**config.mk**
```make
export PLATFORM = sky130hd
export DESIGN_NAME = knomial_barrier_schedule
export DESIGN_NICKNAME = d
export VERILOG_FILES = /design/src/rtl/kbs_pkg.sv /design/src/rtl/kbs_out_stage.sv /design/src/rtl/knomial_barrier_schedule.sv
export SDC_FILE = /design/constraint.sdc
export NUM_CORES = 1
export LEC_CHECK = 0
export ABC_AREA = 0
export BUFFER_PORTS_ARGS = -buffer_cell sky130_fd_sc_hd__buf_2
export CORE_AREA = 2 2 261 263
export CTS_CLUSTER_SIZE = 24
export DETAILED_ROUTE_END_ITERATION = 8
export DIE_AREA = 0 0 263 265
export SYNTH_ARGS = -nofsm -noshare
export SYNTH_HDL_FRONTEND = slang
export SYNTH_HIERARCHICAL = 1
export SYNTH_SLANG_ARGS = --single-unit
```
**constraint.sdc**
```tcl
create_clock -name clk -period 7.18 [get_ports clk]
set_input_delay 0.359 -clock clk [delete_from_list [all_inputs] [get_ports clk]]
set_output_delay 0.359 -clock clk [all_outputs]
set_load 0.02 [all_outputs]
```
**src/rtl/kbs_pkg.sv**
```systemverilog
// shared types and constants for the k-nomial barrier schedule generator
package kbs_pkg;

	localparam int RANK_W    = 10;
	localparam int SIZE_W    = 11;
	localparam int RADIX_W   = 5;
	localparam int STEP_W    = 4;
	localparam int KIND_W    = 3;
	localparam int MAX_RANKS = 1024;
	localparam int MAX_RADIX = 16;
	// largest power count: radix 2 over the largest group
	localparam int MAX_PK    = 10;
	localparam int PK_W      = 4;
	// radix powers stay below MAX_RANKS * MAX_RADIX
	localparam int POW_W     = 15;
	localparam int CFG_ADDR_W = 3;

	localparam logic REG_RADIX = 1'b0;
	localparam logic REG_GROUP = 1'b1;

	typedef enum logic [KIND_W-1:0] {
		KIND_SR      = 3'd0,
		KIND_RECV    = 3'd1,
		KIND_SEND    = 3'd2,
		KIND_EMPTY   = 3'd3,
		KIND_INVALID = 3'd4
	} kind_t;

	typedef struct packed {
		logic [STEP_W-1:0] step_index;
		kind_t             kind;
		logic [RANK_W-1:0] peer;
		logic              last_of_step;
		logic              last;
	} entry_t;

endpackage

```
**src/rtl/kbs_out_stage.sv**
```systemverilog
// output register that holds one schedule entry until the receiver takes it
module kbs_out_stage (
	input  logic            clk,
	input  logic            arst_n,
	input  logic            push,
	input  kbs_pkg::entry_t push_entry,
	output logic            can_push,
	output logic            valid,
	input  logic            ready,
	output kbs_pkg::entry_t entry
);
	import kbs_pkg::*;

	logic   valid_q;
	entry_t entry_q;

	// free when empty or emptied in this cycle
	assign can_push = !valid_q || ready;
	assign valid    = valid_q;
	assign entry    = entry_q;

	always_ff @(posedge clk or negedge arst_n) begin
		if (!arst_n) begin
			valid_q <= 1'b0;
		end else if (push) begin
			valid_q <= 1'b1;
		end else if (ready) begin
			valid_q <= 1'b0;
		end
	end

	always_ff @(posedge clk) begin
		if (push) begin
			entry_q <= push_entry;
		end
	end

endmodule

```
**src/rtl/knomial_barrier_schedule.sv**
```systemverilog
// top level of the k-nomial barrier schedule generator
// usage: program the radix (byte address 0) and the group size (byte address 4)
//   over the apb port while the block is idle; reads return the registers
// a rank transaction on req_valid/req_ready/rank starts one schedule; the
//   schedule leaves on sched_valid/sched_ready, one peer entry per transaction,
//   with last on its final entry
// handshake: one rank at a time; req_ready is high only while the sequencer is idle,
//   and it returns to idle as it hands the final entry to the output register
// the sequencer steps through the power search, the full-size sum, the digit
//   split of the rank and the peer walk; a proxy adds a receive step before and
//   a send step after the walk, an extra rank stops after the full-size sum and
//   an invalid rank stops at the range check
// stall: a full output register that is not taken holds the sequencer in place;
//   no entry is dropped or repeated
// reset: radix returns to 2, the group size to 1, the sequencer to idle, and the
//   output register empties
module knomial_barrier_schedule (
	input  logic                             clk,
	input  logic                             arst_n,
	// configuration port
	input  logic                             psel,
	input  logic                             penable,
	input  logic                             pwrite,
	input  logic [kbs_pkg::CFG_ADDR_W-1:0]   paddr,
	input  logic [31:0]                      pwdata,
	output logic [31:0]                      prdata,
	output logic                             pready,
	// rank request
	input  logic                             req_valid,
	output logic                             req_ready,
	input  logic [kbs_pkg::RANK_W-1:0]       rank,
	// schedule entries
	output logic                             sched_valid,
	input  logic                             sched_ready,
	output logic [kbs_pkg::STEP_W-1:0]       step_index,
	output logic [kbs_pkg::KIND_W-1:0]       kind,
	output logic [kbs_pkg::RANK_W-1:0]       peer,
	output logic                             last_of_step,
	output logic                             last
);
	import kbs_pkg::*;

	typedef enum logic [3:0] {
		S_IDLE,
		S_CHECK,
		S_POW,
		S_FULL,
		S_DESC,
		S_EXTRA,
		S_RECV,
		S_ISTART,
		S_IPEER,
		S_SEND
	} state_t;

	// configuration registers
	logic [RADIX_W-1:0] radix_q;
	logic [SIZE_W-1:0]  group_q;

	// sequencer state
	state_t             state_q;
	logic [RANK_W-1:0]  rank_q;
	logic [SIZE_W-1:0]  size_q;
	logic [RADIX_W-1:0] r_q;
	logic [POW_W-1:0]   fs_q;
	logic [SIZE_W-1:0]  prev_q;
	logic [PK_W-1:0]    pk_q;
	logic [SIZE_W-1:0]  ft_q;
	logic [SIZE_W-1:0]  acc_q;
	logic [SIZE_W-1:0]  full_q;
	logic               proxy_q;
	logic [RANK_W-1:0]  cur_q;
	logic [PK_W-1:0]    lvl_q;
	logic [PK_W-1:0]    it_q;
	logic [POW_W-1:0]   rpow_q;
	logic [POW_W-1:0]   span_q;
	logic [POW_W-1:0]   w_q;
	logic [RANK_W-1:0]  base_q;
	logic [RADIX_W-1:0] k_q;
	logic               pend_v_q;
	logic [RANK_W-1:0]  pend_peer_q;
	logic [STEP_W-1:0]  step_q;

	// radix powers r^0..r^p and rank mod r^(i+1) for each iteration
	logic [POW_W-1:0]   pw_q  [0:MAX_PK];
	logic [RANK_W-1:0]  off_q [0:MAX_PK-1];

	// combinational datapath
	logic [SIZE_W-1:0]  size_eff;
	logic [RADIX_W-1:0] r_lo;
	logic [RADIX_W-1:0] r_eff;
	logic [POW_W-1:0]   prod;
	logic               pow_more;
	logic [SIZE_W:0]    acc_sum;
	logic               acc_fits;
	logic               is_extra;
	logic               invalid;
	logic [POW_W-1:0]   pw_lvl;
	logic               desc_ge;
	logic [PK_W-1:0]    it_nx;
	logic [POW_W:0]     nw_raw;
	logic [POW_W-1:0]   nw;
	logic [POW_W:0]     peer_full;
	logic               peer_ok;
	logic               last_it;
	logic               k_run;

	logic               push_req;
	entry_t             push_ent;
	logic               go;
	logic               can_push;
	entry_t             out_ent;

	// apb configuration
	assign pready = 1'b1;

	always_ff @(posedge clk or negedge arst_n) begin
		if (!arst_n) begin
			radix_q <= RADIX_W'(2);
			group_q <= SIZE_W'(1);
		end else if (psel && penable && pwrite) begin
			case (paddr[CFG_ADDR_W-1])
				REG_RADIX: radix_q <= pwdata[RADIX_W-1:0];
				REG_GROUP: group_q <= pwdata[SIZE_W-1:0];
				default: ;
			endcase
		end
	end

	always_comb begin
		case (paddr[CFG_ADDR_W-1])
			REG_RADIX: prdata = {{(32-RADIX_W){1'b0}}, radix_q};
			REG_GROUP: prdata = {{(32-SIZE_W){1'b0}}, group_q};
			default:   prdata = '0;
		endcase
	end

	// clamp group size, then radix into [2, MAX_RADIX] and to the group size
	assign size_eff = (group_q > SIZE_W'(MAX_RANKS)) ? SIZE_W'(MAX_RANKS) : group_q;
	assign r_lo     = (radix_q < RADIX_W'(2))         ? RADIX_W'(2) :
	                  (radix_q > RADIX_W'(MAX_RADIX)) ? RADIX_W'(MAX_RADIX) : radix_q;
	assign r_eff    = ({{(SIZE_W-RADIX_W){1'b0}}, r_lo} > size_eff) ?
	                  size_eff[RADIX_W-1:0] : r_lo;

	assign invalid  = {1'b0, rank_q} >= size_q;

	// power search: one multiply per cycle
	assign prod     = POW_W'(fs_q * {{(POW_W-RADIX_W){1'b0}}, r_q});
	assign pow_more = (r_q >= RADIX_W'(2)) && (fs_q < {{(POW_W-SIZE_W){1'b0}}, size_q});

	// full size: add one full subtree per cycle while it still fits
	assign acc_sum  = {1'b0, acc_q} + {1'b0, ft_q};
	assign acc_fits = acc_sum <= {1'b0, size_q};
	assign is_extra = {1'b0, rank_q} >= acc_q;

	// digit split from the top level down
	assign pw_lvl   = pw_q[lvl_q];
	assign desc_ge  = {{(POW_W-RANK_W){1'b0}}, cur_q} >= pw_lvl;

	// peer walk: next residue mod span, offset by the subtree base
	assign it_nx     = it_q + PK_W'(1);
	assign nw_raw    = {1'b0, w_q} + {1'b0, rpow_q};
	assign nw        = (nw_raw >= {1'b0, span_q}) ? POW_W'(nw_raw - {1'b0, span_q}) :
	                   nw_raw[POW_W-1:0];
	assign peer_full = {{(POW_W+1-RANK_W){1'b0}}, base_q} + {1'b0, nw};
	assign peer_ok   = peer_full < {{(POW_W+1-SIZE_W){1'b0}}, full_q};
	assign last_it   = it_q == PK_W'(pk_q - PK_W'(1));
	assign k_run     = k_q < r_q;

	// entry to hand to the output register in this state
	always_comb begin
		push_req = 1'b0;
		push_ent = '{step_index: step_q, kind: KIND_SR, peer: '0,
		             last_of_step: 1'b0, last: 1'b0};
		case (state_q)
			S_CHECK: begin
				if (invalid) begin
					push_req = 1'b1;
					push_ent = '{step_index: '0, kind: KIND_INVALID, peer: '0,
					             last_of_step: 1'b1, last: 1'b1};
				end
			end
			S_EXTRA: begin
				push_req = 1'b1;
				push_ent = '{step_index: '0, kind: KIND_SR,
				             peer: RANK_W'(rank_q - full_q[RANK_W-1:0]),
				             last_of_step: 1'b1, last: 1'b1};
			end
			S_RECV: begin
				push_req = 1'b1;
				push_ent = '{step_index: step_q, kind: KIND_RECV,
				             peer: RANK_W'({1'b0, rank_q} + full_q),
				             last_of_step: 1'b1, last: 1'b0};
			end
			S_SEND: begin
				push_req = 1'b1;
				push_ent = '{step_index: step_q, kind: KIND_SEND,
				             peer: RANK_W'({1'b0, rank_q} + full_q),
				             last_of_step: 1'b1, last: 1'b1};
			end
			S_IPEER: begin
				if (k_run) begin
					// a new peer releases the one held back
					if (peer_ok && pend_v_q) begin
						push_req = 1'b1;
						push_ent = '{step_index: step_q, kind: KIND_SR, peer: pend_peer_q,
						             last_of_step: 1'b0, last: 1'b0};
					end
				end else begin
					// close the step with the held peer or an empty entry
					push_req = 1'b1;
					push_ent = '{step_index: step_q,
					             kind: pend_v_q ? KIND_SR : KIND_EMPTY,
					             peer: pend_v_q ? pend_peer_q : '0,
					             last_of_step: 1'b1,
					             last: last_it && !proxy_q};
				end
			end
			default: ;
		endcase
	end

	assign go        = !push_req || can_push;
	assign req_ready = state_q == S_IDLE;

	// sequencer
	always_ff @(posedge clk or negedge arst_n) begin
		if (!arst_n) begin
			state_q     <= S_IDLE;
			rank_q      <= '0;
			size_q      <= '0;
			r_q         <= '0;
			fs_q        <= '0;
			prev_q      <= '0;
			pk_q        <= '0;
			ft_q        <= '0;
			acc_q       <= '0;
			full_q      <= '0;
			proxy_q     <= 1'b0;
			cur_q       <= '0;
			lvl_q       <= '0;
			it_q        <= '0;
			rpow_q      <= '0;
			span_q      <= '0;
			w_q         <= '0;
			base_q      <= '0;
			k_q         <= '0;
			pend_v_q    <= 1'b0;
			pend_peer_q <= '0;
			step_q      <= '0;
		end else begin
			case (state_q)
				S_IDLE: begin
					if (req_valid) begin
						rank_q  <= rank;
						size_q  <= size_eff;
						r_q     <= r_eff;
						state_q <= S_CHECK;
					end
				end
				S_CHECK: begin
					if (invalid) begin
						if (go) begin
							state_q <= S_IDLE;
						end
					end else begin
						fs_q    <= {{(POW_W-RADIX_W){1'b0}}, r_q};
						prev_q  <= SIZE_W'(1);
						pk_q    <= PK_W'(1);
						state_q <= S_POW;
					end
				end
				S_POW: begin
					if (pow_more) begin
						fs_q   <= prod;
						prev_q <= fs_q[SIZE_W-1:0];
						pk_q   <= pk_q + PK_W'(1);
					end else begin
						// full subtree is r^p on an exact fit, else r^(p-1)
						ft_q    <= (fs_q != {{(POW_W-SIZE_W){1'b0}}, size_q}) ? prev_q : size_q;
						acc_q   <= '0;
						state_q <= S_FULL;
					end
				end
				S_FULL: begin
					if (acc_fits) begin
						acc_q <= acc_sum[SIZE_W-1:0];
					end else begin
						full_q <= acc_q;
						if (is_extra) begin
							state_q <= S_EXTRA;
						end else begin
							proxy_q <= (size_q > acc_q) && ({1'b0, rank_q} < (size_q - acc_q));
							cur_q   <= rank_q;
							lvl_q   <= PK_W'(pk_q - PK_W'(1));
							state_q <= S_DESC;
						end
					end
				end
				S_DESC: begin
					if (lvl_q == '0) begin
						it_q     <= '0;
						rpow_q   <= POW_W'(1);
						step_q   <= '0;
						pend_v_q <= 1'b0;
						state_q  <= proxy_q ? S_RECV : S_ISTART;
					end else if (desc_ge) begin
						cur_q <= RANK_W'(cur_q - pw_lvl[RANK_W-1:0]);
					end else begin
						lvl_q <= PK_W'(lvl_q - PK_W'(1));
					end
				end
				S_EXTRA: begin
					if (go) begin
						state_q <= S_IDLE;
					end
				end
				S_RECV: begin
					if (go) begin
						step_q  <= step_q + STEP_W'(1);
						state_q <= S_ISTART;
					end
				end
				S_ISTART: begin
					span_q  <= pw_q[it_nx];
					w_q     <= {{(POW_W-RANK_W){1'b0}}, off_q[it_q]};
					base_q  <= RANK_W'(rank_q - off_q[it_q]);
					k_q     <= RADIX_W'(1);
					state_q <= S_IPEER;
				end
				S_IPEER: begin
					if (go) begin
						if (k_run) begin
							w_q <= nw;
							k_q <= k_q + RADIX_W'(1);
							if (peer_ok) begin
								pend_v_q    <= 1'b1;
								pend_peer_q <= peer_full[RANK_W-1:0];
							end
						end else begin
							pend_v_q <= 1'b0;
							step_q   <= step_q + STEP_W'(1);
							rpow_q   <= span_q;
							it_q     <= it_nx;
							if (last_it) begin
								state_q <= proxy_q ? S_SEND : S_IDLE;
							end else begin
								state_q <= S_ISTART;
							end
						end
					end
				end
				S_SEND: begin
					if (go) begin
						state_q <= S_IDLE;
					end
				end
				default: state_q <= S_IDLE;
			endcase
		end
	end

	// power and digit tables
	always_ff @(posedge clk) begin
		case (state_q)
			S_CHECK: begin
				if (!invalid) begin
					pw_q[0] <= POW_W'(1);
					pw_q[1] <= {{(POW_W-RADIX_W){1'b0}}, r_q};
				end
			end
			S_POW: begin
				if (pow_more) begin
					pw_q[PK_W'(pk_q + PK_W'(1))] <= prod;
				end
			end
			S_FULL: begin
				if (!acc_fits && !is_extra) begin
					off_q[PK_W'(pk_q - PK_W'(1))] <= rank_q;
				end
			end
			S_DESC: begin
				if ((lvl_q != '0) && !desc_ge) begin
					off_q[PK_W'(lvl_q - PK_W'(1))] <= cur_q;
				end
			end
			default: ;
		endcase
	end

	kbs_out_stage u_out (
		.clk        (clk),
		.arst_n     (arst_n),
		.push       (push_req && can_push),
		.push_entry (push_ent),
		.can_push   (can_push),
		.valid      (sched_valid),
		.ready      (sched_ready),
		.entry      (out_ent)
	);

	assign step_index   = out_ent.step_index;
	assign kind         = out_ent.kind;
	assign peer         = out_ent.peer;
	assign last_of_step = out_ent.last_of_step;
	assign last         = out_ent.last;

	// a held peer only exists inside a step's peer walk
	a_pend_in_walk: assert property (@(posedge clk) disable iff (!arst_n)
		pend_v_q |-> (state_q == S_IPEER))
		else $error("held peer outside the peer walk");

	// the final entry is only handed over as the sequencer returns to idle
	a_last_idle: assert property (@(posedge clk) disable iff (!arst_n)
		(push_req && can_push && push_ent.last) |=> (state_q == S_IDLE))
		else $error("final entry while the sequencer stays busy");

	// digit split stays within the power table
	a_lvl_range: assert property (@(posedge clk) disable iff (!arst_n)
		(state_q == S_DESC) |-> (lvl_q < pk_q))
		else $error("digit level beyond power count");

	// iteration counter stays within the power count during the walk
	a_it_range: assert property (@(posedge clk) disable iff (!arst_n)
		((state_q == S_ISTART) || (state_q == S_IPEER)) |-> (it_q < pk_q))
		else $error("iteration beyond power count");

	// an empty step entry always closes its step with no peer
	a_empty_close: assert property (@(posedge clk) disable iff (!arst_n)
		(push_req && (push_ent.kind == KIND_EMPTY)) |->
			(push_ent.last_of_step && (push_ent.peer == '0)))
		else $error("empty entry that does not close its step");

endmodule
```
-- Word-level counts from Yosys, hierarchy flattened
Memories as Yosys holds them, arrays and structs flattened. A register that Yosys moved wholly into a read port is not among the register bits.
Cells that the tools add are included.
- $add $sub $neg: 15
- $mul: 1
- div/mod/pow operators: 0
- order comparisons: 15
- equal/unequal tests: 27
- shift operators: 0
- multiplexer cells: 96
- bitwise operators: 4
- reduce and logical (&&, ||, !) cells: 48
- operators with widths (cell ; count):
    $mux 15 ; 9
    $mux 4 ; 25
    $pmux 19 s5 ; 1
    $pmux 15 s2 ; 3
    $mux 11 ; 6
    $pmux 32 s2 ; 1
    $mux 10 ; 6
    $pmux 11 s2 ; 2
    $pmux 4 s9 ; 1
    $ne 2x2->1 const B ; 15
    $sub 10x10->10 ; 3
    $mux 1 ; 25
    $mux 5 ; 5
    $pmux 4 s2 ; 3
    $ge 10x11->1 ; 2
    $pmux 10 s2 ; 1
    $mux 19 ; 1
    $add 10x15->16 ; 1
    $add 15x15->16 ; 1
    $eq 4x3->1 const B ; 4
    $ge 16x15->1 ; 1
    $lt 16x11->1 ; 1
    $ge 10x15->1 ; 1
    $lt 15x11->1 ; 1
    47 further kinds ; 87
- bits in registers: 208
- bits in latches: 0
- bits in writable memories: 265
- ROM bits: 0
- output and inout bits: 54
- memories: 2
- memories (name ; words ; width ; rd ports ; clocked after memory_dff ; wr ports ; line ; RTL):
    pw_q ; 11 ; 15 ; 2 ; 1 ; 2 ; knomial_barrier_schedule.sv:85 ; logic [POW_W-1:0] pw_q [0:MAX_PK];
    off_q ; 10 ; 10 ; 1 ; 0 ; 1 ; knomial_barrier_schedule.sv:86 ; logic [RANK_W-1:0] off_q [0:MAX_PK-1];

-- Depth between registers and ports, before layout
- depth in word-level cells: 14
- gate-level depth with buffers: 38
- gate-level depth less buffers: 36

-- Cells and area by module
The synthesis kept the hierarchy.
- by module, submodules not included (module ; times used ; cells an instance ; area each (um^2) ; seq. area each (um^2)):
    knomial_barrier_schedule ; 1 ; 2592 ; 29225.5 ; 13490.4
    kbs_out_stage ; 1 ; 22 ; 618.1 ; 595.6

-- Worst setup path after synthesis
Ideal clock, no wire load.
- path type: register to register
- from: register rpow_q[1]
- to: register u_out.entry_q (netlist bit u_out/entry[0]), enable pin
- setup time: 0.395 ns
- arrival: 7.004 ns
- setup slack: -0.219 ns
- cell stages (with the launch flop): 34
- path buffers: 2
- cell sequence: dfrtp_1 -> ha_1 -> a211oi_1 -> o21bai_1 -> a21oi_1 -> o21bai_1 -> a21o_1 -> a21oi_1 -> xnor2_1 -> ha_1 -> clkbuf_1 -> a211o_1 -> a211oi_2 -> o21bai_1 -> o21ai_2 -> nand3_4 -> clkbuf_1 -> nor2_1 -> a21oi_1 -> fa_1 -> a21o_1 -> nand2_1 -> a21boi_0 -> o41ai_1 -> o21bai_1 -> a21oi_1 -> xor2_1 -> ha_1 -> o2111ai_1 -> a21oi_1 -> nor2_1 -> and4_1 -> a31oi_1 -> nor2_1
- word-level cells in the longest chain between the ends: 10
- elaborated cells between the ends (all ways): 11
- classes of those cells: 3 x add/sub; 2 x order compare; 4 x mux; 2 x reduce/logical
- ends and longest elaborated chain (element ; line ; RTL):
    from (decl) ; knomial_barrier_schedule.sv:75 ; logic [POW_W-1:0] rpow_q;
    from (signal assigned) ; knomial_barrier_schedule.sv:343 ; rpow_q <= span_q;
    $add 15x15->16 (*) ; knomial_barrier_schedule.sv:162 ; assign nw_raw = {1'b0, w_q} + {1'b0, rpow_q};
    $sub 15x15->15 / $ge 16x15->1 (equally long branches) ; knomial_barrier_schedule.sv:163 ; assign nw = (nw_raw >= {1'b0, span_q}) ? POW_W'(nw_raw - {1'b0, span_q}) :
    $mux 15 (*) ; knomial_barrier_schedule.sv:163 ;
    $add 10x15->16 (*) ; knomial_barrier_schedule.sv:165 ; assign peer_full = {{(POW_W+1-RANK_W){1'b0}}, base_q} + {1'b0, nw};
    $lt 16x11->1 (*) ; knomial_barrier_schedule.sv:166 ; assign peer_ok = peer_full < {{(POW_W+1-SIZE_W){1'b0}}, full_q};
    $logic_and 1x1->1 (*) ; knomial_barrier_schedule.sv:204 ; if (peer_ok && pend_v_q) begin
    $mux 1 (*) ; knomial_barrier_schedule.sv:204 ;
    $mux 1 (*) ; knomial_barrier_schedule.sv:202 ; if (k_run) begin
    $pmux 1 s3 (*) ; knomial_barrier_schedule.sv:175 ; case (state_q)
    $logic_and 1x1->1 (*) ; knomial_barrier_schedule.sv:394 ; .push (push_req && can_push),
    to (signal assigned) ; kbs_out_stage.sv:34 ; entry_q <= push_entry;
    to (decl) ; kbs_out_stage.sv:15 ; entry_t entry_q;
Every way passes the cells marked *; elsewhere a longest branch is shown, timed or not.
A chain may end at the register's enable or synchronous reset.

-- Worst setup path in the final report
- from: register rpow_q[1]
- to: register u_out.entry_q (netlist bit u_out/entry[11]), enable pin
Same word-level chain as after synthesis.

==> flow_metrics.env <==
export IMPL_status="complete, no violations"
export IMPL_slew_viol_final=0
export IMPL_grt_start_max_net_pins=71
export IMPL_overflow=0
export IMPL_die_w_microns=263
export IMPL_start_util_pct=44.7
export IMPL_synthToLayoutAreaGrowth_pct=14.1
export IMPL_synth_warnings=6
export IMPL_wl_microns=79900
export IMPL_drtPass1Iterations=5
export IMPL_synth_seq_cells=503
export IMPL_synth_seq_area_share_pct=47.2
export IMPL_core_rowCount=95
export IMPL_end_kind="register"
export IMPL_cts_tree="built"
export IMPL_rsz0062_at_grt="true"
export IMPL_cts_buffers=55
export IMPL_htree_num_levels=2
export IMPL_synth_main_ff_cell="edfxtp_1"
export IMPL_grt_pass1_vias=21300
export IMPL_critPathSlowestCell="dfrtp_1"
export IMPL_postLayoutCellArea_sq_um=34100
export IMPL_worst_pin_slew_ns=1.15
export IMPL_crit_path_start_kind="register"
export IMPL_clk_latency_ns=0.63
export IMPL_grt_pass1_wl_microns=124000
export IMPL_max_freq_ghz=0.141
export IMPL_seq_area_sq_um=14100
export IMPL_min_path_type="input pin to register"
export IMPL_clk_path_buf_depth=3
export IMPL_clock_sinks=503
export IMPL_antennaDiodeCount=0
export IMPL_drv_cap=0
export IMPL_placed_cell_area_sq_um=31500
export IMPL_ant_nets=0
export IMPL_synth_cells=2614
export IMPL_port_buffers=60
export IMPL_drt_iter0_markers=1793
export IMPL_wl_per_cell_microns=21.8
export IMPL_coreArea_sq_um=66800
export IMPL_crit_fanout=8
export IMPL_async_flop_share_pct=40.6
export IMPL_synth_edff_count=299
export IMPL_period_minus_slack_ns=7.11
export IMPL_cpMostUsedCell="o21bai_1"
export IMPL_critPathKind="register to register"
export IMPL_skew_ns=0.0337
export IMPL_routabilityCongestion=0.892
export IMPL_vias_per_cell=5.81
export IMPL_cp_arrival_ns=7.43
export IMPL_clockRootBuffer="clkbuf_16"
export IMPL_die_y_microns=265
export IMPL_fillers=5829
export IMPL_hold_viol_final=0
export IMPL_period_share_pct=99.0
export IMPL_relSlewSlack_pct=22.4
export IMPL_synth_area_sq_um=29800
export IMPL_io_pins=106
export IMPL_synth_distinct_cells=87
export IMPL_cpPeakStageDelay_ns=0.40
export IMPL_cp_required_ns=7.50
export IMPL_path_clk_slew_ns=0.06
export IMPL_drc=0
export IMPL_drive_above_1_share_pct=17.7
export IMPL_die_area_sq_um=69700
export IMPL_antenna_found_initial=0
export IMPL_dr_total_vias=21300
export IMPL_grt_usage_pct=22.9
export IMPL_multi_input_area_sq_um=15000
export IMPL_nNetsFinal=3030
export IMPL_finalSetupViolCount=0
export IMPL_hpwl_microns=57800
export IMPL_avgSynthCellArea_sq_um=11.4
## registers in the layout (all words and copies together), names as in the netlist, 11 cells and up
signal	flops
pw_q	180
size_q	11
ft_q	11
span_q	15
group_q	11
w_q	15
prev_q	11
rpow_q	15
acc_q	11
u_out/entry	19
fs_q	15
full_q	11
off_q	100
## layout by cell type (no fill, tap or decap), types with 21 or more instances in the layout
cell type / n
a21o_1: 47
mux2_2: 61
nor2b_1: 33
nor3_1: 24
and2_1: 56
nor2_1: 174
xor2_1: 31
nand2b_1: 27
fa_1: 39
nand3_1: 65
xnor2_1: 54
buf_2: 59
a21oi_1: 144
buf_4: 84
inv_1: 138
conb_1: 22
dfrtp_1: 200
o21ai_0: 175
ha_1: 191
dlygate4sd3_1: 22
edfxtp_1: 299
mux2i_1: 44
clkbuf_16: 61
mux4_2: 95
o21bai_1: 21
nand2_1: 234
o21a_1: 24
## per-layer routing
| metal | vias to the layer above | track usage (%) | share of wire, % |
|---|---|---|---|
| met4 | 0 | 5.34 | 1.8 |
| met3 | 100 | 2.91 | 4.8 |
| li1 | 9869 | - | - |
| met2 | 536 | 38.2 | 48 |
| met1 | 10800 | 32.1 | 45 |
| met5 | - | 0 | 0 |
## Yosys cell counts (11+ instances only)
cell type / count / area share, %
o21ai_1: 11 / 0.18
edfxtp_1: 299 / 30
mux2_2: 62 / 2.3
xor2_1: 33 / 0.97
fa_1: 41 / 2.8
nand2b_1: 27 / 0.57
buf_1: 14 / 0.18
nand3_1: 66 / 1.1
a22o_1: 20 / 0.59
a21oi_1: 153 / 2.6
nand4_1: 13 / 0.27
nor3_1: 29 / 0.49
nor2_1: 179 / 2.3
nand2_1: 234 / 2.9
mux2i_1: 44 / 1.5
o21bai_1: 21 / 0.53
and2_1: 56 / 1.2
mux4_2: 95 / 7.2
o31ai_1: 12 / 0.30
nor4_1: 12 / 0.25
nor2b_1: 34 / 0.71
xnor2_1: 55 / 1.6
a21o_1: 47 / 1.2
clkbuf_1: 86 / 1.1
o21a_1: 24 / 0.60
dfrtp_1: 202 / 17
inv_1: 139 / 1.7
ha_1: 196 / 8.2
a211oi_1: 16 / 0.40
o21ai_0: 179 / 3.0
buf_4: 25 / 0.63
## metrics by stage
stage | util (%) | worst slack, ns | hold slack, ns | setup TNS (ns) | std cells
floorplan | - | 0.0867 | 0.0634 | 0 | 2634
global placement | 47.1 | -0.0671 | 0.351 | -0.685 | 3521
detailed placement | 47.1 | -0.225 | 0.356 | -6.12 | 3521
CTS | 50.3 | 0.0364 | 0.0149 | 0 | 3647
global route | 51.0 | -0.304 | 0.0419 | -12.25 | 3661
finish | 51.0 | 0.0723 | 0.0474 | 0 | 3661
## cells by family after synthesis
kind of cell               count (synthesis)  synth area share, %
xor gates and xnor gates                  88                 2.58
and+or+nand+nor                          705                 11.1
DFF                                      503                 47.2
buffers and inverters                    270                 3.77
AOI/OAI and AO/OA                        590                 12.6
adders and majority gates                237                 11.0
other                                      2               0.0252
muxes                                    219                 11.8
## worst max-delay path: cells and delay by family (launching register included)
kind            cells  cell delay (ns)
fa+ha+maj           5             1.49
compound gates     18             3.22
xor+xnor            2             0.34
simple gates        6             0.89
buf+inv             3             0.46
flops               1             0.40
## final cells by class
cell class	count	area share, %
multi-input cells	1861	44.1
flip-flops and latches	503	41.4
clock buffers	74	4.52
repair buffers	180	4.19
well taps	873	3.21
inverters	140	1.54
clock inverters	30	1.10
## final timing paths
check / from / end / slack [ns] / depth (start not counted)
max: rpow_q[1] / u_out/entry[11] / 0.07 / 34
min: req_valid / size_q[5] / 0.05 / 3
max reg2reg: rpow_q[1] / u_out/entry[11] / 0.07 / 34
min reg2reg: span_q[12] / span_q[12] / 0.48 / 2
max in group asynchronous: arst_n / it_q[0] / 5.44 / 3
min in group asynchronous: arst_n / r_q[0] / 0.28 / 2
## timing repair
item,CTS,global route
pin swaps,0,46
setup endpoints to repair,49,61
hold buffers,22,0
cloned,0,4
setup buffers,0,10
hold endpoints to repair,92,0
gates resized for setup,6,61
Power is not shown: default switching activity piles up to over one toggle a cycle in this logic, so the estimate is an artifact.
